$ cat config.mk
export PLATFORM = sky130hd
export DESIGN_NAME = rkht_entry_ram
export DESIGN_NICKNAME = d
export VERILOG_FILES = /design/src/rkht_pkg.sv /design/src/rkht_entry_ram.sv
export SDC_FILE = /design/constraint.sdc
export NUM_CORES = 2
export LEC_CHECK = 0
export BUFFER_PORTS_ARGS = -buffer_cell sky130_fd_sc_hd__buf_4
export CORE_ASPECT_RATIO = 1.25
export CORE_UTILIZATION = 50
export CTS_CLUSTER_SIZE = 14
export DETAILED_ROUTE_END_ITERATION = 6
export PLACE_DENSITY_LB_ADDON = 0.05
export SLEW_MARGIN = 10
export SYNTH_ARGS = -nofsm -noshare
export SYNTH_HDL_FRONTEND = slang
export SYNTH_SLANG_ARGS = --single-unit
$ cat constraint.sdc
create_clock -name clock -period 5.1 [get_ports clock]
set_clock_uncertainty 0.05 [all_clocks]
set_input_delay 0 -clock clock [delete_from_list [all_inputs] [get_ports clock]]
set_output_delay 0 -clock clock [all_outputs]
set_load 0.005 [all_outputs]
$ cat src/rkht_pkg.sv
`timescale 1ns / 1ps
package rkht_pkg;
   localparam int unsigned ENTRIES   = 64;
   localparam int unsigned SLOT_BITS = 6;
   localparam int unsigned IDX_BITS  = $clog2(ENTRIES);
   localparam int unsigned CNT_BITS  = $clog2(ENTRIES + 1);
   localparam int unsigned REF_BITS  = 16;
   localparam int unsigned FLAG_BITS = 8;
   localparam int unsigned HASH_BITS = 32;
   localparam logic [HASH_BITS-1:0] HASH_SEED = 32'h5555_5555;
   localparam logic [REF_BITS-1:0]  REF_MAX   = '1;
   localparam logic [FLAG_BITS-1:0] DIRTY_RESET = 8'd1;

   typedef enum logic [1:0] {
      KIND_GET  = 2'd0,
      KIND_PUT  = 2'd1,
      KIND_TEST = 2'd2,
      KIND_NONE = 2'd3
   } kind_type;

   typedef enum logic [2:0] {
      ST_HIT      = 3'd0,
      ST_INSERTED = 3'd1,
      ST_RELEASED = 3'd2,
      ST_REMOVED  = 3'd3,
      ST_IGNORED  = 3'd4,
      ST_FULL     = 3'd5,
      ST_ANSWERED = 3'd6
   } status_type;

   typedef enum logic [2:0] {
      FSM_IDLE,
      FSM_SCAN,
      FSM_SCAN_CHK,
      FSM_SLOT_RD,
      FSM_SLOT_CHK,
      FSM_OUT
   } fsm_type;

   typedef struct packed {
      logic [HASH_BITS-1:0] key_hash;
      logic [REF_BITS-1:0]  refs;
      logic [FLAG_BITS-1:0] flags;
   } entry_type;

   function automatic logic [HASH_BITS-1:0] fold_byte(input logic [HASH_BITS-1:0] h,
                                                     input logic [7:0] b);
      logic [HASH_BITS-1:0] t;
      t = h ^ (h << 16);
      t = t ^ {{(HASH_BITS-8){1'b0}}, b};
      return {t[HASH_BITS-9:0], t[HASH_BITS-1:HASH_BITS-8]};
   endfunction
endpackage

$ cat src/rkht_entry_ram.sv
`timescale 1ns / 1ps
module rkht_entry_ram
   import rkht_pkg::*;
(
   input  logic                clock,
   input  logic                wr_en,
   input  logic [IDX_BITS-1:0] wr_addr,
   input  entry_type           wr_data,
   input  logic [IDX_BITS-1:0] rd_addr,
   output entry_type           rd_data
);
   entry_type mem [ENTRIES];

   always_ff @(posedge clock) begin
      if (wr_en) begin
         mem[wr_addr] <= wr_data;
      end
      rd_data <= mem[rd_addr];
   end
endmodule

## Word level (Yosys, flattened, before mapping)

Memories as Yosys holds them, arrays and structs flattened. A register that Yosys moved wholly into a read port is not among the register bits.
Index checks and enable logic that the tools add are counted.

| storage, ports and cells | value |
|---|---|
| register bits | 0 |
| bits in writable memories | 3584 |
| memories | 1 |

| cells by class | value |
|---|---|
| multiplexer cells | 2 |

Memories:

| memory | depth | width | read ports | clocked after memory_dff | wr ports | line | source |
|---|---|---|---|---|---|---|---|
| mem | 64 | 56 | 1 | 1 | 1 | rkht_entry_ram.sv:12 | `entry_type mem [ENTRIES];` |

Operators with widths:

| operator | count |
|---|---|
| $mux W1 | 2 |

## Depth between registers and ports, before layout

| depth | value |
|---|---|
| word-level depth | 2 |
| gate-level depth with buffers | 10 |
| gate-level depth less buffers | 5 |

## Least setup slack after synthesis

Ideal clock, no wire load.

| timing path | value |
|---|---|
| path kind | input -> register |
| from | input port wr_addr[3] |
| to | memory mem[48][0] (netlist name), enable pin |
| library setup time | 0.538 ns |
| data arrival time | 4.309 ns |
| path slack | 0.203 ns |
| cell stages on the path | 4 |
| path buffers | 1 |
| path through | clkbuf_1 nor2b_1 nand4b_1 nor3_1 |

RTL lines:

| element | line | source |
|---|---|---|
| start, declared | rkht_entry_ram.sv:7 | `input logic [IDX_BITS-1:0] wr_addr,` |
| end, declared | rkht_entry_ram.sv:12 |  |

Straight into the memory's write port.

==> reports/qor.yml <==
yosys.cell_types.count: 47
grt_pass1_vias: 67695
cts_tree: "done"
port_buffers: 125
period_share_pct: 66.4
synth_seq_cells: 3640
synth_common_cells: "edfxtp_1, mux4_2, o22ai_1"
final.fill_count: 19877
slowest_delay_ns: 1.14
cts.sinks: 3640
start_kind: "input pin"
clk_latency_ns: 0.92
fmax_mhz: 295
netlist.area_leader.share_pct: 78.6
routed_via_density: 6.48
cts-root-buf: "clkbuf_16"
period_needed_ns: 3.38
dieArea_um2: 276000
synth_enable_flop_cells: 3584
vias: 66462
setup_tns_ns: 0
worstPathMaxFanout: 50
fin_nets: 6458
status: "finished clean"
pwr_density_cell_nw_per_um2: 400
numCtsBuffers: 359
dp_hpwl_um: 217000
synth.area.mux_share_pct: 15.0
cts_max_path_buffers: 4
syn_area_um2: 137000
synth-simple-area-share_pct: 1.17
setup_viol: 0
ys_top_cells_by_area: "edfxtp_1, mux4_2, mux2i_1"
post-synth-top-count-cell: "edfxtp_1"
syn-num-nets: 6019
ant_nets: 0
grt_use_total_pct: 28.5
grt_use_met2_pct: 49.4
post-cts-setup-buffer-count: 0
gr-usage-met1_pct: 37.7
reg2reg_slack_ns: 2.87
drcViolationCount: 0
die_y_um: 587
grt_max_degree: 97
rsz0062_at_grt: "false"
antenna_found_initial: 33
hold_class: "input pin to register"
worst_slew_pin_slew_ns: 1.38
critPathRequiredTime_ns: 5.91
regArea_um2: 109000
rows: 214
grt_pass1_wl_um: 544000
drt_iter0_markers: 7622
multi_input_area_um2: 26900
maxSlewViolCount: 0
initial_core_util_pct: 50.4
max_slew_margin_pct: 7.62
yosys.area_share.adder_pct: 0
vdd_drop_max_mv: 0.334
gp_congestion: 0.788
wirelength_um: 392000
finalHoldViolations: 0
yosys.area.top_type: "edfxtp_1"
ys_seq_area_share_pct: 79.4
detail_route.wl_per_cell_um: 38.2
pin_count: 126
crit_arrival_ns: 4.19
grt_overflow: 0
htree_levels: 5
yosysWarnings: 0
core_area_um2: 272000
hold_ws_ns: 0.0725
synth-xor-area-share_pct: 0
gr-max-usage-layer: "met2"
ys.flop_type: "edfxtp_1"
critPathCaptureType: "register"
die_x_um: 470
drive_above_1_share_pct: 26.7
syn_area_per_cell_um2: 23.0
p_leak_nw: 48.5
slowest_stage: "nor4_1"
crit_chain: "dlygate4sd3_1, buf_8, nor2b_2, buf_4, nand2b_2, buf_4, o22ai_1, nor4_1, o21a_1"
timing.final.ws_setup_ns: 1.72
clkTransAtPathRegs_ns: 0.06
cpMostUsedCell: "buf_4"
netlist_instances: 5949
synth_top_family_by_area: "multiplexers"
globalRouteMet3Util_pct: 3.61
synth_compound_area_share_pct: 2.99
drtPass1Iterations: 5
worst-setup-path-type: "input pin to register"
async_reset_ff_share_pct: 0
place_ws_ns: 1.63
area_delta_synth_final_pct: 13.5
maxCapViolations: 0
## through the flow
stage	instance area (um2)	util [%]	total power, mW	cells
finish	155000	57.2	62.3	10254
global route	155000	57.1	63.9	10245
CTS	155000	57.1	62.7	10241
detailed placement	143000	52.7	36.9	9521
global placement	143000	52.7	36.8	9521
floorplan	137000	-	35.4	5949
## what timing repair did
item                       in CTS  in global routing
hold buffers                   70                  0
setup endpoints to repair       0                  0
resized for setup               0                  0
hold endpoints to repair     3827                  0
## area by class of cell
class                   instances  area share (%)
clock buffers                 485            6.37
diodes                         13          0.0209
repair buffers                420            2.57
multi-input cells            1966            17.3
clock inverters               165           0.962
inverters                       1         0.00563
flip-flops and latches       3640            69.9
well taps                    3564            2.87
## worst max-delay path, delay by kind of cell
family / cells / cell delay (ns)
buf+inv: 4 / 1.58
compound gates: 2 / 0.32
simple gates: 3 / 2.06
## cells in the final DEF (no fill, tap or decap), drive strengths merged, types with 59 or more instances in the layout
cell type,instances
edfxtp,3584
mux4,803
clkbuf,485
buf,350
o22ai,252
mux2i,217
clkinv,119
nor2,89
nand2,75
a22oi,73
dlygate4sd3,70
o21ai,59
## routing by layer
metal / up-vias / part of all wire [%]
li1: 26480 / -
met1: 36761 / 39
met2: 2641 / 52
met3: 574 / 6.1
met4: 6 / 3.2
met5: - / 0.011
## state kept, by name, indices dropped and copies added, names as in the netlist
| signal | cells |
|---|---|
| rd_data | 56 |
| mem | 3584 |
## cell families (layout without fill, tap and decap cells)
family                 count (synthesis)  count (layout)
AO/OA/AOI/OAI                        591             591
buffers and inverters                343            1071
flip-flops                          3640            3640
multiplexers                        1051            1051
other                                  0              13
AND/OR/NAND/NOR                      324             324
## final timing paths
check | start | to | cells after the start
min reg2reg | mem[58][48] | rd_data[48] | 4
max | rd_addr[2] | rd_data[38] | 9
max reg2reg | mem[39][11] | rd_data[11] | 5
min | wr_en | mem[51][22] | 5
## report_power, final
part           switching, mW  internal, mW  total (mW)
registers              0.167          33.1        33.3
logic                   1.87          1.09        2.97
clock network           11.1          14.9        26.0
total                   13.1          49.1        62.3
Power figures use the tool's default switching activity.
